--- config.mk ---
export PLATFORM = sky130hd
export DESIGN_NAME = detection_box_cluster_merge_flat
export DESIGN_NICKNAME = d
export VERILOG_FILES = /design/src/sv/dbcm_pkg.sv /design/src/sv/dbcm_if.sv /design/src/sv/dbcm_ram.sv /design/src/sv/dbcm_div.sv /design/src/sv/detection_box_cluster_merge.sv /design/src/flat_wrapper.sv
export VERILOG_INCLUDE_DIRS = /design/src /design/src/sv
export SDC_FILE = /design/constraint.sdc
export NUM_CORES = 2
export LEC_CHECK = 0
export CORE_MARGIN = 5
export CORE_UTILIZATION = 55
export DETAILED_ROUTE_END_ITERATION = 10
export DONT_BUFFER_PORTS = 1
export HOLD_SLACK_MARGIN = 0.03
export PLACE_DENSITY = 0.7
export SLEW_MARGIN = 20
export SYNTH_ARGS = -nofsm -noshare
export SYNTH_HDL_FRONTEND = slang
export SYNTH_HIERARCHICAL = 1
export SYNTH_SLANG_ARGS = --single-unit
--- constraint.sdc ---
create_clock -name clk -period 16.9 [get_ports clk]
set_clock_uncertainty 0.05 [all_clocks]
set_input_delay 1.69 -clock clk [delete_from_list [all_inputs] [get_ports clk]]
set_output_delay 1.69 -clock clk [all_outputs]
set_load 0.05 [all_outputs]
--- src/sv/detection_box_cluster_merge_defines.svh ---
// Assertion macros for the detection box cluster merge block.
`ifndef DETECTION_BOX_CLUSTER_MERGE_DEFINES_SVH
`define DETECTION_BOX_CLUSTER_MERGE_DEFINES_SVH
`ifndef SYNTHESIS
`define DBCM_ASSERT_IMPL(lbl, clk, rst_n, ante, cons, msg) \
  lbl: assert property (@(posedge clk) disable iff (!rst_n) (ante) |-> (cons)) \
    else $error(msg);
`define DBCM_ASSERT_NEXT(lbl, clk, rst_n, ante, cons, msg) \
  lbl: assert property (@(posedge clk) disable iff (!rst_n) (ante) |=> (cons)) \
    else $error(msg);
`else
`define DBCM_ASSERT_IMPL(lbl, clk, rst_n, ante, cons, msg)
`define DBCM_ASSERT_NEXT(lbl, clk, rst_n, ante, cons, msg)
`endif
`endif

--- src/sv/dbcm_pkg.sv ---
// ----------------------------------------------------------------------------
// dbcm_pkg
// Shared constants and types of the detection box cluster merge block.
// ----------------------------------------------------------------------------
package dbcm_pkg;
  localparam int MAX_CLUSTERS_DEF = 16;
  localparam int COORD_BITS_DEF   = 12;
  localparam int WEIGHT_BITS      = 10;
  localparam int PCT_BITS         = 7;
  localparam int IDX_BITS_OUT     = 4;
  localparam logic [PCT_BITS-1:0] PCT_RESET = 7'd80;
  localparam logic [WEIGHT_BITS-1:0] WEIGHT_MAX = 10'd1023;

  localparam logic [1:0] OC_MERGED  = 2'd0;
  localparam logic [1:0] OC_NEW     = 2'd1;
  localparam logic [1:0] OC_DROPPED = 2'd2;

  localparam logic KIND_STATUS = 1'b0;
  localparam logic KIND_DUMP   = 1'b1;

  // divider handshake
  typedef struct packed {
    logic start;
    logic busy;
  } div_ctl_t;
endpackage

--- src/sv/dbcm_if.sv ---
// ----------------------------------------------------------------------------
// dbcm_in_if / dbcm_out_if
// Valid/ready channels for boxes and results.
// ----------------------------------------------------------------------------
interface dbcm_in_if #(parameter int CB = 12);
  logic          valid;
  logic          ready;
  logic [CB-1:0] box_x;
  logic [CB-1:0] box_y;
  logic [CB-1:0] box_width;
  logic [CB-1:0] box_height;
  logic          first_box;
  logic          last_box;
  modport source (output valid, box_x, box_y, box_width, box_height, first_box,
                  last_box, input ready);
  modport sink (input valid, box_x, box_y, box_width, box_height, first_box,
                last_box, output ready);
endinterface

interface dbcm_out_if #(parameter int CB = 12);
  logic          valid;
  logic          ready;
  logic          kind;
  logic [3:0]    cluster_index;
  logic [1:0]    outcome;
  logic [CB-1:0] out_x;
  logic [CB-1:0] out_y;
  logic [CB-1:0] out_width;
  logic [CB-1:0] out_height;
  logic [9:0]    out_weight;
  logic          end_of_run;
  modport source (output valid, kind, cluster_index, outcome, out_x, out_y,
                  out_width, out_height, out_weight, end_of_run, input ready);
  modport sink (input valid, kind, cluster_index, outcome, out_x, out_y,
                out_width, out_height, out_weight, end_of_run, output ready);
endinterface

--- src/sv/dbcm_ram.sv ---
// ----------------------------------------------------------------------------
// dbcm_ram
// Generic single-port-write, single-read RAM with registered read.
// ----------------------------------------------------------------------------
module dbcm_ram #(
  parameter int WIDTH = 8,
  parameter int DEPTH = 16
) (
  input  logic                     clk,
  input  logic                     we,
  input  logic [$clog2(DEPTH)-1:0] waddr,
  input  logic [WIDTH-1:0]         wdata,
  input  logic [$clog2(DEPTH)-1:0] raddr,
  output logic [WIDTH-1:0]         rdata
);
  logic [WIDTH-1:0] mem [DEPTH];
  always_ff @(posedge clk) begin
    if (we) mem[waddr] <= wdata;
    rdata <= mem[raddr];
  end
endmodule

--- src/sv/dbcm_div.sv ---
// ----------------------------------------------------------------------------
// dbcm_div
// Restoring divider, one quotient bit per cycle.
// ----------------------------------------------------------------------------
module dbcm_div
  import dbcm_pkg::*;
#(
  parameter int NB = 22,
  parameter int DB = 11
) (
  input  logic          clk,
  input  logic          rst_n,
  input  logic          start,
  input  logic [NB-1:0] num,
  input  logic [DB-1:0] den,
  output logic [NB-1:0] quo,
  output div_ctl_t      ctl
);
  localparam int CW = $clog2(NB + 1);
  logic [NB-1:0] q_r, q_nxt;
  logic [DB:0]   rem_r, rem_nxt;
  logic [DB-1:0] den_r;
  logic [CW-1:0] cnt_r, cnt_nxt;
  logic [DB:0]   trial;

  always_comb begin
    trial   = {rem_r[DB-1:0], q_r[NB-1]};
    q_nxt   = {q_r[NB-2:0], 1'b0};
    rem_nxt = trial;
    if (trial >= {1'b0, den_r}) begin
      rem_nxt  = trial - {1'b0, den_r};
      q_nxt[0] = 1'b1;
    end
    cnt_nxt = cnt_r - CW'(1);
  end

  always_ff @(posedge clk) begin
    if (!rst_n) begin
      cnt_r <= '0;
    end else if (start) begin
      cnt_r <= CW'(NB);
    end else if (cnt_r != '0) begin
      cnt_r <= cnt_nxt;
    end
    if (start) begin
      q_r   <= num;
      rem_r <= '0;
      den_r <= den;
    end else if (cnt_r != '0) begin
      q_r   <= q_nxt;
      rem_r <= rem_nxt;
    end
  end

  assign quo       = q_r;
  assign ctl.start = start;
  assign ctl.busy  = (cnt_r != '0);
endmodule

--- src/sv/detection_box_cluster_merge.sv ---
// ----------------------------------------------------------------------------
// detection_box_cluster_merge
// Groups detection boxes into weighted clusters held in on-chip RAM.
// ----------------------------------------------------------------------------
// Usage: boxes enter on in_ (valid/ready), one beat per box. Results leave
// on out_: one status beat per box, then on last_box one dump beat per
// cluster; end_of_run marks the final beat of each box. cfg_we writes the
// overlap percent (reset 80); the user writes it only while the block is
// idle, which the block itself does not enforce.
// Timing: one box at a time. Each cluster is tested in steps: issue, RAM
// read, latch, area products, percent products, decide. A merge runs four
// serial divisions, each a start and a collect, then a write-back. A first
// box or a box on an empty table gives its status beat the cycle after it
// is taken. A dump reads and sends each cluster, with receiver stalls.
// Reset clears the cluster count and the controller; the RAM is not
// cleared, since only entries below the count are read.
// A stalled receiver holds the output register; the block waits on it and
// takes no new box until its results are all delivered.
// ----------------------------------------------------------------------------
`include "detection_box_cluster_merge_defines.svh"
module detection_box_cluster_merge
  import dbcm_pkg::*;
#(
  parameter int MAX_CLUSTERS = MAX_CLUSTERS_DEF,
  parameter int COORD_BITS   = COORD_BITS_DEF
) (
  input  logic                clk,
  input  logic                rst_n,
  dbcm_in_if.sink             in_ch,
  dbcm_out_if.source          out_ch,
  input  logic                cfg_we,
  input  logic [PCT_BITS-1:0] cfg_wdata
);
  localparam int CB  = COORD_BITS;
  localparam int AW  = (MAX_CLUSTERS > 1) ? $clog2(MAX_CLUSTERS) : 1;
  localparam int CNW = $clog2(MAX_CLUSTERS + 1);
  localparam int WB  = WEIGHT_BITS;
  localparam int EW  = 4 * CB + WB;
  localparam int NB  = CB + WB;
  localparam int DB  = WB + 1;

  localparam logic [3:0] S_IDLE  = 4'd0;
  localparam logic [3:0] S_RD    = 4'd1;
  localparam logic [3:0] S_T1    = 4'd2;
  localparam logic [3:0] S_T2    = 4'd3;
  localparam logic [3:0] S_T3    = 4'd4;
  localparam logic [3:0] S_DIV   = 4'd5;
  localparam logic [3:0] S_DWAIT = 4'd6;
  localparam logic [3:0] S_WR    = 4'd7;
  localparam logic [3:0] S_OUT   = 4'd8;
  localparam logic [3:0] S_DRD   = 4'd9;
  localparam logic [3:0] S_DOUT  = 4'd10;
  localparam logic [3:0] S_TEST  = 4'd11;

  logic [3:0]          st_r;
  logic [PCT_BITS-1:0] pct_r;
  logic [CNW-1:0]      cnt_r;
  logic [CNW-1:0]      i_r;
  logic [CB-1:0]       bx_r, by_r, bw_r, bh_r;
  logic                last_r;
  logic [1:0]          dsel_r;
  logic [EW-1:0]       ent_r;

  // output register
  logic                ov_r, okind_r, oend_r;
  logic [3:0]          oidx_r;
  logic [1:0]          ooc_r;
  logic [CB-1:0]       ox_r, oy_r, ow_r, oh_r;
  logic [WB-1:0]       owt_r;

  // RAM
  logic          we;
  logic [AW-1:0] waddr, raddr;
  logic [EW-1:0] wdata, rdata;

  dbcm_ram #(.WIDTH(EW), .DEPTH(MAX_CLUSTERS)) u_ram (
    .clk(clk), .we(we), .waddr(waddr), .wdata(wdata), .raddr(raddr), .rdata(rdata)
  );

  // entry layout {left, top, wide, tall, weight}
  logic [CB-1:0] el, et, ew, eh;
  logic [WB-1:0] ewt;
  assign {el, et, ew, eh, ewt} = ent_r;

  // overlap test pipeline
  logic [CB:0]     ax, ay, cx, cy, r1, r2, b1, b2;
  logic [2*CB-1:0] a1_r, a2_r, small_area;
  logic [2*CB+1:0] inter_r;
  logic            isect_r;
  logic [2*CB+8:0] lhs_r, rhs_r;
  assign ax = ({1'b0, el} > {1'b0, bx_r}) ? {1'b0, el} : {1'b0, bx_r};
  assign ay = ({1'b0, et} > {1'b0, by_r}) ? {1'b0, et} : {1'b0, by_r};
  assign r1 = {1'b0, el} + {1'b0, ew};
  assign r2 = {1'b0, bx_r} + {1'b0, bw_r};
  assign b1 = {1'b0, et} + {1'b0, eh};
  assign b2 = {1'b0, by_r} + {1'b0, bh_r};
  assign cx = (r1 < r2) ? r1 : r2;
  assign cy = (b1 < b2) ? b1 : b2;
  assign small_area = (a1_r < a2_r) ? a1_r : a2_r;

  // divider: (old*w + new) / (w+1)
  logic          dstart;
  logic [NB-1:0] dnum, dquo;
  div_ctl_t      dctl;
  logic [CB-1:0] dold, dnew;
  logic [CB-1:0] nl_r, nt_r, nw_r, nh_r;

  always_comb begin
    case (dsel_r)
      2'd0:    begin dold = ew; dnew = bw_r; end
      2'd1:    begin dold = eh; dnew = bh_r; end
      2'd2:    begin dold = el; dnew = bx_r; end
      default: begin dold = et; dnew = by_r; end
    endcase
  end
  assign dnum = NB'(dold) * NB'(ewt) + NB'(dnew);

  dbcm_div #(.NB(NB), .DB(DB)) u_div (
    .clk(clk), .rst_n(rst_n), .start(dstart), .num(dnum),
    .den(DB'(ewt) + DB'(1)), .quo(dquo), .ctl(dctl)
  );

  logic          accept, ofree, ov_set;
  logic [WB-1:0] wt_inc;
  assign ofree  = !ov_r || out_ch.ready;
  assign accept = in_ch.valid && in_ch.ready;
  assign in_ch.ready = (st_r == S_IDLE) && !ov_r;
  assign dstart = (st_r == S_DIV);
  assign wt_inc = (ewt < WEIGHT_MAX) ? ewt + WB'(1) : ewt;
  assign raddr  = i_r[AW-1:0];

  // a new beat enters the output register this cycle
  always_comb begin
    case (st_r)
      S_IDLE:  ov_set = accept && (in_ch.first_box || cnt_r == '0);
      S_TEST:  ov_set = (i_r >= cnt_r) && ofree;
      S_WR:    ov_set = ofree;
      S_DOUT:  ov_set = ofree;
      default: ov_set = 1'b0;
    endcase
  end

  always_comb begin
    we    = 1'b0;
    waddr = i_r[AW-1:0];
    wdata = {bx_r, by_r, bw_r, bh_r, WB'(1)};
    if (st_r == S_WR) begin
      we    = 1'b1;
      wdata = {nl_r, nt_r, nw_r, nh_r, wt_inc};
    end else if (accept) begin
      we    = in_ch.first_box || (cnt_r == '0);
      waddr = '0;
      wdata = {in_ch.box_x, in_ch.box_y, in_ch.box_width, in_ch.box_height, WB'(1)};
    end else if (st_r == S_TEST && i_r >= cnt_r && cnt_r < CNW'(MAX_CLUSTERS)) begin
      we = 1'b1;
    end
  end

  always_ff @(posedge clk) begin
    if (!rst_n) begin
      st_r  <= S_IDLE;
      pct_r <= PCT_RESET;
      cnt_r <= '0;
      ov_r  <= 1'b0;
    end else begin
      if (cfg_we) pct_r <= cfg_wdata;
      if (ov_set) ov_r <= 1'b1;
      else if (out_ch.ready) ov_r <= 1'b0;
      case (st_r)
        S_IDLE: begin
          if (accept) begin
            bx_r <= in_ch.box_x; by_r <= in_ch.box_y;
            bw_r <= in_ch.box_width; bh_r <= in_ch.box_height;
            last_r <= in_ch.last_box;
            i_r <= '0;
            if (in_ch.first_box || cnt_r == '0) begin
              cnt_r <= CNW'(1);
              okind_r <= KIND_STATUS; oidx_r <= '0; ooc_r <= OC_NEW;
              ox_r <= in_ch.box_x; oy_r <= in_ch.box_y;
              ow_r <= in_ch.box_width; oh_r <= in_ch.box_height;
              owt_r <= WB'(1); oend_r <= !in_ch.last_box;
              st_r <= in_ch.last_box ? S_DRD : S_IDLE;
            end else begin
              st_r <= S_TEST;
            end
          end
        end
        S_TEST: begin
          // i_r indexes next cluster to test
          if (i_r < cnt_r) begin
            st_r <= S_RD;
          end else if (ofree) begin
            okind_r <= KIND_STATUS; oend_r <= !last_r;
            if (cnt_r < CNW'(MAX_CLUSTERS)) begin
              oidx_r <= 4'(i_r); ooc_r <= OC_NEW;
              ox_r <= bx_r; oy_r <= by_r; ow_r <= bw_r; oh_r <= bh_r; owt_r <= WB'(1);
              cnt_r <= cnt_r + CNW'(1);
            end else begin
              oidx_r <= '0; ooc_r <= OC_DROPPED;
              ox_r <= '0; oy_r <= '0; ow_r <= '0; oh_r <= '0; owt_r <= '0;
            end
            i_r <= '0;
            st_r <= last_r ? S_DRD : S_IDLE;
          end
        end
        S_RD: st_r <= S_T1;
        S_T1: begin
          ent_r <= rdata;
          st_r <= S_T2;
        end
        S_T2: begin
          isect_r <= (ax <= cx) && (ay <= cy);
          inter_r <= (2*CB+2)'((cx - ax) * (cy - ay));
          a1_r <= ew * eh;
          a2_r <= bw_r * bh_r;
          st_r <= S_T3;
        end
        S_T3: begin
          lhs_r <= (2*CB+9)'(inter_r) * (2*CB+9)'(100);
          rhs_r <= (2*CB+9)'(small_area) * (2*CB+9)'(pct_r);
          st_r <= S_OUT;
        end
        S_OUT: begin
          if (isect_r && lhs_r >= rhs_r) begin
            dsel_r <= 2'd0;
            st_r <= S_DIV;
          end else begin
            i_r <= i_r + CNW'(1);
            st_r <= S_TEST;
          end
        end
        S_DIV: st_r <= S_DWAIT;
        S_DWAIT: begin
          if (!dctl.busy) begin
            case (dsel_r)
              2'd0:    nw_r <= dquo[CB-1:0];
              2'd1:    nh_r <= dquo[CB-1:0];
              2'd2:    nl_r <= dquo[CB-1:0];
              default: nt_r <= dquo[CB-1:0];
            endcase
            dsel_r <= dsel_r + 2'd1;
            st_r <= (dsel_r == 2'd3) ? S_WR : S_DIV;
          end
        end
        S_WR: begin
          if (ofree) begin
            okind_r <= KIND_STATUS; oidx_r <= 4'(i_r); ooc_r <= OC_MERGED;
            ox_r <= nl_r; oy_r <= nt_r; ow_r <= nw_r; oh_r <= nh_r;
            owt_r <= wt_inc; oend_r <= !last_r;
            i_r <= '0;
            st_r <= last_r ? S_DRD : S_IDLE;
          end
        end
        S_DRD: st_r <= S_DOUT;
        S_DOUT: begin
          if (ofree) begin
            okind_r <= KIND_DUMP; oidx_r <= 4'(i_r); ooc_r <= OC_MERGED;
            {ox_r, oy_r, ow_r, oh_r, owt_r} <= rdata;
            oend_r <= (i_r + CNW'(1) >= cnt_r);
            i_r <= i_r + CNW'(1);
            st_r <= (i_r + CNW'(1) >= cnt_r) ? S_IDLE : S_DRD;
          end
        end
        default: st_r <= S_IDLE;
      endcase
    end
  end

  // merge write repeats while S_WR waits on the output register; same data
  assign out_ch.valid         = ov_r;
  assign out_ch.kind          = okind_r;
  assign out_ch.cluster_index = oidx_r;
  assign out_ch.outcome       = ooc_r;
  assign out_ch.out_x         = ox_r;
  assign out_ch.out_y         = oy_r;
  assign out_ch.out_width     = ow_r;
  assign out_ch.out_height    = oh_r;
  assign out_ch.out_weight    = owt_r;
  assign out_ch.end_of_run    = oend_r;

  `DBCM_ASSERT_IMPL(a_cnt_range, clk, rst_n, 1'b1, cnt_r <= CNW'(MAX_CLUSTERS), "count overflow")
  `DBCM_ASSERT_IMPL(a_no_acc_busy, clk, rst_n, accept, st_r == S_IDLE && !ov_r, "accept while busy")
  `DBCM_ASSERT_NEXT(a_out_hold, clk, rst_n, ov_r && !out_ch.ready, ov_r && $stable(oidx_r), "output dropped")
endmodule

--- src/flat_wrapper.sv ---
// flat-port wrapper written by rule: the top's interface ports become plain ports
module detection_box_cluster_merge_flat import dbcm_pkg::*;
#(
  parameter int MAX_CLUSTERS = MAX_CLUSTERS_DEF,
  parameter int COORD_BITS   = COORD_BITS_DEF
)
  (clk, rst_n, cfg_we, cfg_wdata, in_ch_valid, in_ch_box_x, in_ch_box_y, in_ch_box_width, in_ch_box_height, in_ch_first_box, in_ch_last_box, in_ch_ready, out_ch_valid, out_ch_kind, out_ch_cluster_index, out_ch_outcome, out_ch_out_x, out_ch_out_y, out_ch_out_width, out_ch_out_height, out_ch_out_weight, out_ch_end_of_run, out_ch_ready);
  dbcm_in_if #(.CB(12)) in_ch_i ();
  dbcm_out_if #(.CB(12)) out_ch_i ();
  input  logic clk;
  input  logic rst_n;
  input  logic cfg_we;
  input  logic [PCT_BITS-1:0] cfg_wdata;
  input wire logic [$bits(in_ch_i.valid)-1:0] in_ch_valid;
  input wire logic [$bits(in_ch_i.box_x)-1:0] in_ch_box_x;
  input wire logic [$bits(in_ch_i.box_y)-1:0] in_ch_box_y;
  input wire logic [$bits(in_ch_i.box_width)-1:0] in_ch_box_width;
  input wire logic [$bits(in_ch_i.box_height)-1:0] in_ch_box_height;
  input wire logic [$bits(in_ch_i.first_box)-1:0] in_ch_first_box;
  input wire logic [$bits(in_ch_i.last_box)-1:0] in_ch_last_box;
  output wire logic [$bits(in_ch_i.ready)-1:0] in_ch_ready;
  output wire logic [$bits(out_ch_i.valid)-1:0] out_ch_valid;
  output wire logic [$bits(out_ch_i.kind)-1:0] out_ch_kind;
  output wire logic [$bits(out_ch_i.cluster_index)-1:0] out_ch_cluster_index;
  output wire logic [$bits(out_ch_i.outcome)-1:0] out_ch_outcome;
  output wire logic [$bits(out_ch_i.out_x)-1:0] out_ch_out_x;
  output wire logic [$bits(out_ch_i.out_y)-1:0] out_ch_out_y;
  output wire logic [$bits(out_ch_i.out_width)-1:0] out_ch_out_width;
  output wire logic [$bits(out_ch_i.out_height)-1:0] out_ch_out_height;
  output wire logic [$bits(out_ch_i.out_weight)-1:0] out_ch_out_weight;
  output wire logic [$bits(out_ch_i.end_of_run)-1:0] out_ch_end_of_run;
  input wire logic [$bits(out_ch_i.ready)-1:0] out_ch_ready;
  assign in_ch_i.valid = in_ch_valid;
  assign in_ch_i.box_x = in_ch_box_x;
  assign in_ch_i.box_y = in_ch_box_y;
  assign in_ch_i.box_width = in_ch_box_width;
  assign in_ch_i.box_height = in_ch_box_height;
  assign in_ch_i.first_box = in_ch_first_box;
  assign in_ch_i.last_box = in_ch_last_box;
  assign in_ch_ready = in_ch_i.ready;
  assign out_ch_valid = out_ch_i.valid;
  assign out_ch_kind = out_ch_i.kind;
  assign out_ch_cluster_index = out_ch_i.cluster_index;
  assign out_ch_outcome = out_ch_i.outcome;
  assign out_ch_out_x = out_ch_i.out_x;
  assign out_ch_out_y = out_ch_i.out_y;
  assign out_ch_out_width = out_ch_i.out_width;
  assign out_ch_out_height = out_ch_i.out_height;
  assign out_ch_out_weight = out_ch_i.out_weight;
  assign out_ch_end_of_run = out_ch_i.end_of_run;
  assign out_ch_i.ready = out_ch_ready;
  detection_box_cluster_merge #(.MAX_CLUSTERS(MAX_CLUSTERS), .COORD_BITS(COORD_BITS)) u_core (.clk(clk), .rst_n(rst_n), .in_ch(in_ch_i), .out_ch(out_ch_i), .cfg_we(cfg_we), .cfg_wdata(cfg_wdata));
endmodule
Word level (Yosys, flattened, before mapping). Memories as Yosys holds them, arrays and structs flattened. A register that Yosys moved wholly into a read port is not among the register bits. Cells that the tools add are included.

Add/sub/neg operators: 14. Multiply operators: 6. Magnitude comparators: 14. Equality and inequality tests: 25. Multiplexer cells: 119. Bitwise operators: 3. Reductions and logical operators: 42.

Operators with widths (count): 2-to-1 mux 12 bit (30); case mux 12 bit (4 select lines) (4); 2-to-1 mux 58 bit (2); 2-to-1 mux 4 bit (18); case mux 12 bit (3 select lines) (2); 2-to-1 mux 10 bit (7); 2-to-1 mux 5 bit (12); adder 12 x 12 -> 13 bit (4); multiplier 12 x 12 -> 24 bit (2); case mux 4 bit (12 select lines) (1); 2-to-1 mux 22 bit (2); case mux 10 bit (4 select lines) (1); greater-or-equal comparator 33 x 31 -> 1 bit (1); multiplier 24 x 7 -> 31 bit (1); multiplier 26 x 5 -> 31 bit (second input constant) (1); subtractor 13 x 13 -> 14 bit (2); less-or-equal comparator 13 bit (2); < comparator 13 bit (2); multiplier 26 x 26 -> 26 bit (1); 2-to-1 mux 13 bit (2); case mux 5 bit (5 select lines) (1); > comparator 12 bit (2); < comparator 24 bit (1); 2-to-1 mux 24 bit (1); 49 further kinds (121).

Flip-flop bits (word level): 431. Bits in writable memories: 928. Input bits: 62. Output and inout bits: 68. Word-level logic and storage cells: 260. Memories: 1.

Memories: u_core.u_ram.mem (words 16, width 58, read ports 1, clocked after Yosys merged registers in 1, write ports 1, line dbcm_ram.sv:16) `logic [WIDTH-1:0] mem [DEPTH];`.

Depth between registers and ports, before layout.
Word-level depth: 8. Mapped depth: 54. Mapped depth without buffers: 53.

Modules after synthesis. Netlist, hierarchy kept.

Modules (own cells, without submodules): detection_box_cluster_merge (instances 1, cells an instance 5040, area each 48858.1 um^2, seq. area each 11300.8 um^2); dbcm_ram (instances 1, cells an instance 1496, area each 35894.4 um^2, seq. area each 29027.8 um^2); dbcm_div (instances 1, cells an instance 229, area each 2675.1 um^2, seq. area each 1311.3 um^2).

Worst setup path before layout. Ideal clock, no wire load.

Path kind: register to register. Start: reg u_core.ent_r[23]. End: reg u_core.inter_r[25] (data pin). Library setup time: 266 ps. Data arrival time: 10809 ps. Data required time: 16584 ps. Setup slack: 5775 ps. Stages on the path, launching flop included: 51. Path buffers: 1. Clock period less this slack: 11125 ps. Cell sequence: edfxtp_1 -> ha_1 -> a21o_1 -> a21oi_1 -> o21bai_1 -> a21oi_1 -> nor2b_1 -> o21a_1 -> o21a_1 -> o21a_1 -> nor2_1 -> xor2_1 -> inv_1 -> ha_1 -> and4_1 -> o211ai_1 -> a32oi_1 -> clkbuf_1 -> [... 15 more ...] -> inv_1 -> fa_1 -> fa_1 -> fa_1 -> inv_1 -> fa_1 -> inv_1 -> ha_1 -> a21oi_1 -> o21ai_0 -> nand2_1 -> a31oi_1 -> o21ai_0 -> a21boi_0 -> o2111ai_1 -> nand3_1 -> o41ai_1 -> xnor2_1.

Word-level cells in the longest chain between the ends: 5.

RTL lines: start: declaration (line detection_box_cluster_merge.sv:62) `logic [EW-1:0] ent_r;`; start signal: assignment (line detection_box_cluster_merge.sv:208) `ent_r <= rdata;`; adder 12 x 12 -> 13 bit (*) (line detection_box_cluster_merge.sv:93) `assign r1 = {1'b0, el} + {1'b0, ew};`; < comparator 13 bit (line detection_box_cluster_merge.sv:97) `assign cx = (r1 < r2) ? r1 : r2;`; 2-to-1 mux 13 bit (*) (line detection_box_cluster_merge.sv:97); subtractor 13 x 13 -> 14 bit (*) (line detection_box_cluster_merge.sv:213) `inter_r <= (2*CB+2)'((cx - ax) * (cy - ay));`; multiplier 26 x 26 -> 26 bit (*) (line detection_box_cluster_merge.sv:213); end signal: assignment (line detection_box_cluster_merge.sv:213); end: declaration (line detection_box_cluster_merge.sv:88) `logic [2*CB+1:0] inter_r;`.

Mark *: on every way between the ends. The rest lies on a longest branch, timed or not. A chain may end at the register's enable or synchronous reset.

Final worst setup path. Same ends and word-level chain as after synthesis.

==> report_table.html <==
<table>
<tr><th>Metric</th><th>Value</th></tr>
<tr><th colspan="2">Drt</th></tr>
<tr><td>Drc violations</td><td>0</td></tr>
<tr><td>Number of vias per cell after detailed routing</td><td>6.06</td></tr>
<tr><td>First-pass iteration count of the detailed router</td><td>9</td></tr>
<tr><td>Number of DRC markers after the initial detailed-route iteration</td><td>5,674</td></tr>
<tr><td>Total Wirelength</td><td>232,000 um</td></tr>
<tr><td>Wire per inst</td><td>25.6 um</td></tr>
<tr><td>Post-route antenna net violation count</td><td>0</td></tr>
<tr><td>Total via count after detailed routing</td><td>between 50,000 and 60,000</td></tr>
<tr><th colspan="2">Finish</th></tr>
<tr><td>Area delta synth-&gt;final</td><td>9.17%</td></tr>
<tr><td>Final layout net count</td><td>8,079</td></tr>
<tr><td># fillers</td><td>12,168</td></tr>
<tr><td>Share of post-route cells with drive strength above 1</td><td>around a tenth</td></tr>
<tr><td>Register cell area after layout</td><td>41,600 um2</td></tr>
<tr><td>Multi-input gate area in the final layout</td><td>41,400 um2</td></tr>
<tr><th colspan="2">Synth</th></tr>
<tr><td>Mean instance size in the synthesized netlist</td><td>12.9 um2</td></tr>
<tr><td>Number of standard cells after synthesis</td><td>6,764</td></tr>
<tr><td>Net count of the mapped netlist</td><td>8,018</td></tr>
<tr><td>Count of yosys warnings during synthesis</td><td>6</td></tr>
<tr><td>Post-synthesis cell area</td><td>87,400 um2</td></tr>
<tr><th colspan="2">CTS</th></tr>
<tr><td>Hold-fix buffer count after cts</td><td>0</td></tr>
<tr><td>CTS sink count</td><td>1,417</td></tr>
<tr><td>Total number of H-tree levels</td><td>4</td></tr>
<tr><td>Clock latency at the later pin of the worst-skew pair</td><td>roughly 0.8 ns</td></tr>
<tr><td>Cts bufs inserted</td><td>150</td></tr>
<tr><td>TritonCTS clock tree</td><td>yes</td></tr>
<tr><td>Clock transition at the registers of the reported paths</td><td>0.07 ns</td></tr>
<tr><td>Clock root buffer master</td><td>clkbuf_16</td></tr>
<tr><td>Post-CTS Setup Bufs</td><td>0</td></tr>
<tr><td>Max Buffers Root-to-Sink</td><td>3</td></tr>
<tr><td>Resize count post-CTS</td><td>0</td></tr>
<tr><th colspan="2">Floorplanning</th></tr>
<tr><td>Floorplan die area</td><td>167,000 um2</td></tr>
<tr><td>Effective utilization at floorplan</td><td>a little under three fifths</td></tr>
<tr><td>Die H</td><td>409 um</td></tr>
<tr><td>Row count</td><td>146</td></tr>
<tr><td>Number of I/O pins</td><td>130</td></tr>
<tr><td>Std-Cell Core Area</td><td>158,000 um2</td></tr>
<tr><td>Floorplan die width</td><td>409 um</td></tr>
<tr><th colspan="2">Critical path</th></tr>
<tr><td>Critical Path Start Type</td><td>flop</td></tr>
<tr><td>Crit-path max cell delay</td><td>0.81 ns</td></tr>
<tr><td>Setup crit start</td><td>u_core/ent_r[23]</td></tr>
<tr><td>Reg2Reg Capture Point</td><td>u_core/inter_r[25]</td></tr>
<tr><td>Endpoint kind of the worst setup timing path</td><td>flop</td></tr>
<tr><td>Reg2reg start</td><td>u_core/ent_r[23]</td></tr>
<tr><td>R2R cell count</td><td>52</td></tr>
<tr><td>Critical path data required time</td><td>17.33 ns</td></tr>
<tr><td>Crit path kind</td><td>flop to flop</td></tr>
<tr><td>CP max stage cell</td><td>a32oi_1</td></tr>
<tr><td>WP data arrival</td><td>13.13 ns</td></tr>
<tr><td>Register-to-register setup slack</td><td>4.20 ns</td></tr>
<tr><td>Maximum net fanout on the critical path</td><td>15</td></tr>
<tr><th colspan="2">Place</th></tr>
<tr><td>Port-buffer cells</td><td>0</td></tr>
<tr><td>Post-DP HPWL</td><td>163,000 um</td></tr>
<tr><td>Final Wtd Congestion</td><td>approximately 0.91</td></tr>
<tr><th colspan="2">Hold path</th></tr>
<tr><td>End point of the most critical hold path</td><td>u_core/ent_r[3]</td></tr>
<tr><td>Number of cells on the worst hold path</td><td>0</td></tr>
<tr><td>Worst hold path class</td><td>flop to flop</td></tr>
<tr><td>Startpoint of the lowest-slack hold path</td><td>u_core/u_ram/rdata[3]</td></tr>
<tr><th colspan="2">Job</th></tr>
<tr><td>Maximum capacitance violations</td><td>0</td></tr>
<tr><th colspan="2">Timing</th></tr>
<tr><td>Setup total negative slack</td><td>0 ns</td></tr>
<tr><td>Headroom to the max-slew limit</td><td>19.3%</td></tr>
<tr><td>Period minus WS final</td><td>12.70 ns</td></tr>
<tr><td>Count of final setup violators</td><td>0</td></tr>
<tr><td>Number of max-slew violations in the final report</td><td>0</td></tr>
<tr><td>Fmax</td><td>78.7 MHz</td></tr>
<tr><td>Measured slew at the worst slew-check pin</td><td>1.20 ns</td></tr>
<tr><td>Number of endpoints with negative hold slack in the final report</td><td>0</td></tr>
<tr><td>Setup repair after global routing missed its margin</td><td>no</td></tr>
<tr><td>Final Cycle Share</td><td>75.2%</td></tr>
<tr><th colspan="2">Run status</th></tr>
<tr><td>Status</td><td>finished, final reports clean</td></tr>
<tr><th colspan="2">Global routing</th></tr>
<tr><td>Grt total ovfl</td><td>0</td></tr>
<tr><td>Overall routing resource usage</td><td>27.8%</td></tr>
<tr><td>Largest net degree at the start of global routing</td><td>102</td></tr>
<tr><td>First-pass GRT wire length</td><td>350,000 um</td></tr>
<tr><td>Number of antenna violations at the first check in global routing</td><td>18</td></tr>
<tr><td>Number of global-route vias before repair</td><td>56,260</td></tr>
</table>
==> cell type report <==
| type | instances | share of cell area (%) |
|---|---|---|
| clock inverter | 75 | 0.927 |
| tap | 2072 | 2.72 |
| timing repair buffer | 147 | 1.17 |
| clock buffer | 202 | 4.34 |
| sequential | 1417 | 43.6 |
| inverter | 938 | 3.70 |
| multi-input combinational | 4171 | 43.4 |
| antenna | 30 | 0.0787 |
==> state kept, by name (all words and copies together) (netlist names), 12 cells and up <==
register / count
u_core/a1_r: 24
u_core/a2_r: 24
u_core/bh_r: 12
u_core/bw_r: 12
u_core/bx_r: 12
u_core/by_r: 12
u_core/ent_r: 58
u_core/inter_r: 26
u_core/lhs_r: 31
u_core/nh_r: 12
u_core/nl_r: 12
u_core/nt_r: 12
u_core/nw_r: 12
u_core/out_ch.out_height: 12
u_core/out_ch.out_width: 12
u_core/out_ch.out_x: 12
u_core/out_ch.out_y: 12
u_core/rhs_r: 31
u_core/u_div/quo: 22
u_core/u_ram/mem: 928
u_core/u_ram/rdata: 58
==> through the flow <==
step	util [%]	cell area, um2	cells	hold WS (ns)	worst slack, ns
2_1_floorplan	-	87400	6764	0.359	5.77
5_1_grt	60.3	95400	9025	0.398	3.16
4_1_cts	60.3	95300	9022	0.381	4.22
6_report	60.3	95400	9052	0.385	4.20
3_5_place_dp	57.1	90300	8745	0.368	4.29
3_3_place_gp	57.1	90300	8745	0.364	4.46
==> metal layers <==
layer / global-route usage (%) / part of all wire [%]
met3: 7.00 / 10
met4: 11.9 / 4.8
met1: 35.6 / 38
met2: 45.5 / 48
met5: 0 / 0.016
==> cell usage in the layout, fill, tap and decap left out, types with 59 or more instances in the layout <==
cell,n
mux2i_1,121
inv_1,933
mux4_2,232
ha_1,582
nand2_1,682
a22oi_1,167
edfxtp_1,1326
nor2b_1,59
clkbuf_16,153
o21ai_0,135
dfxtp_1,91
buf_4,145
nor2_1,273
fa_1,610
and2_1,191
xor2_1,79
a21o_1,97
a31oi_1,61
xnor2_1,137
a21oi_1,157
==> critical path: cells and delay by family (launching register included) <==
family	cells	cell delay, ns
fa+ha+maj	10	4.28
flops	1	0.59
xor+xnor	3	0.95
compound gates	22	4.76
buf+inv	7	0.64
simple gates	10	1.12
==> how the worst max path moves through the flow <==
| stage | endpoint | slack (ns) |
|---|---|---|
| final | u_core/inter_r[25] | 4.20 |
| after global routing | u_core/inter_r[25] | 3.16 |
| after floorplan | u_core/inter_r[25] | 5.77 |
| after global placement | u_core/inter_r[25] | 4.46 |
| after CTS | u_core/inter_r[25] | 4.22 |
| after detailed placement | u_core/inter_r[25] | 4.29 |
Power is not shown: default switching activity piles up to over one toggle a cycle in this logic, so the estimate is an artifact.
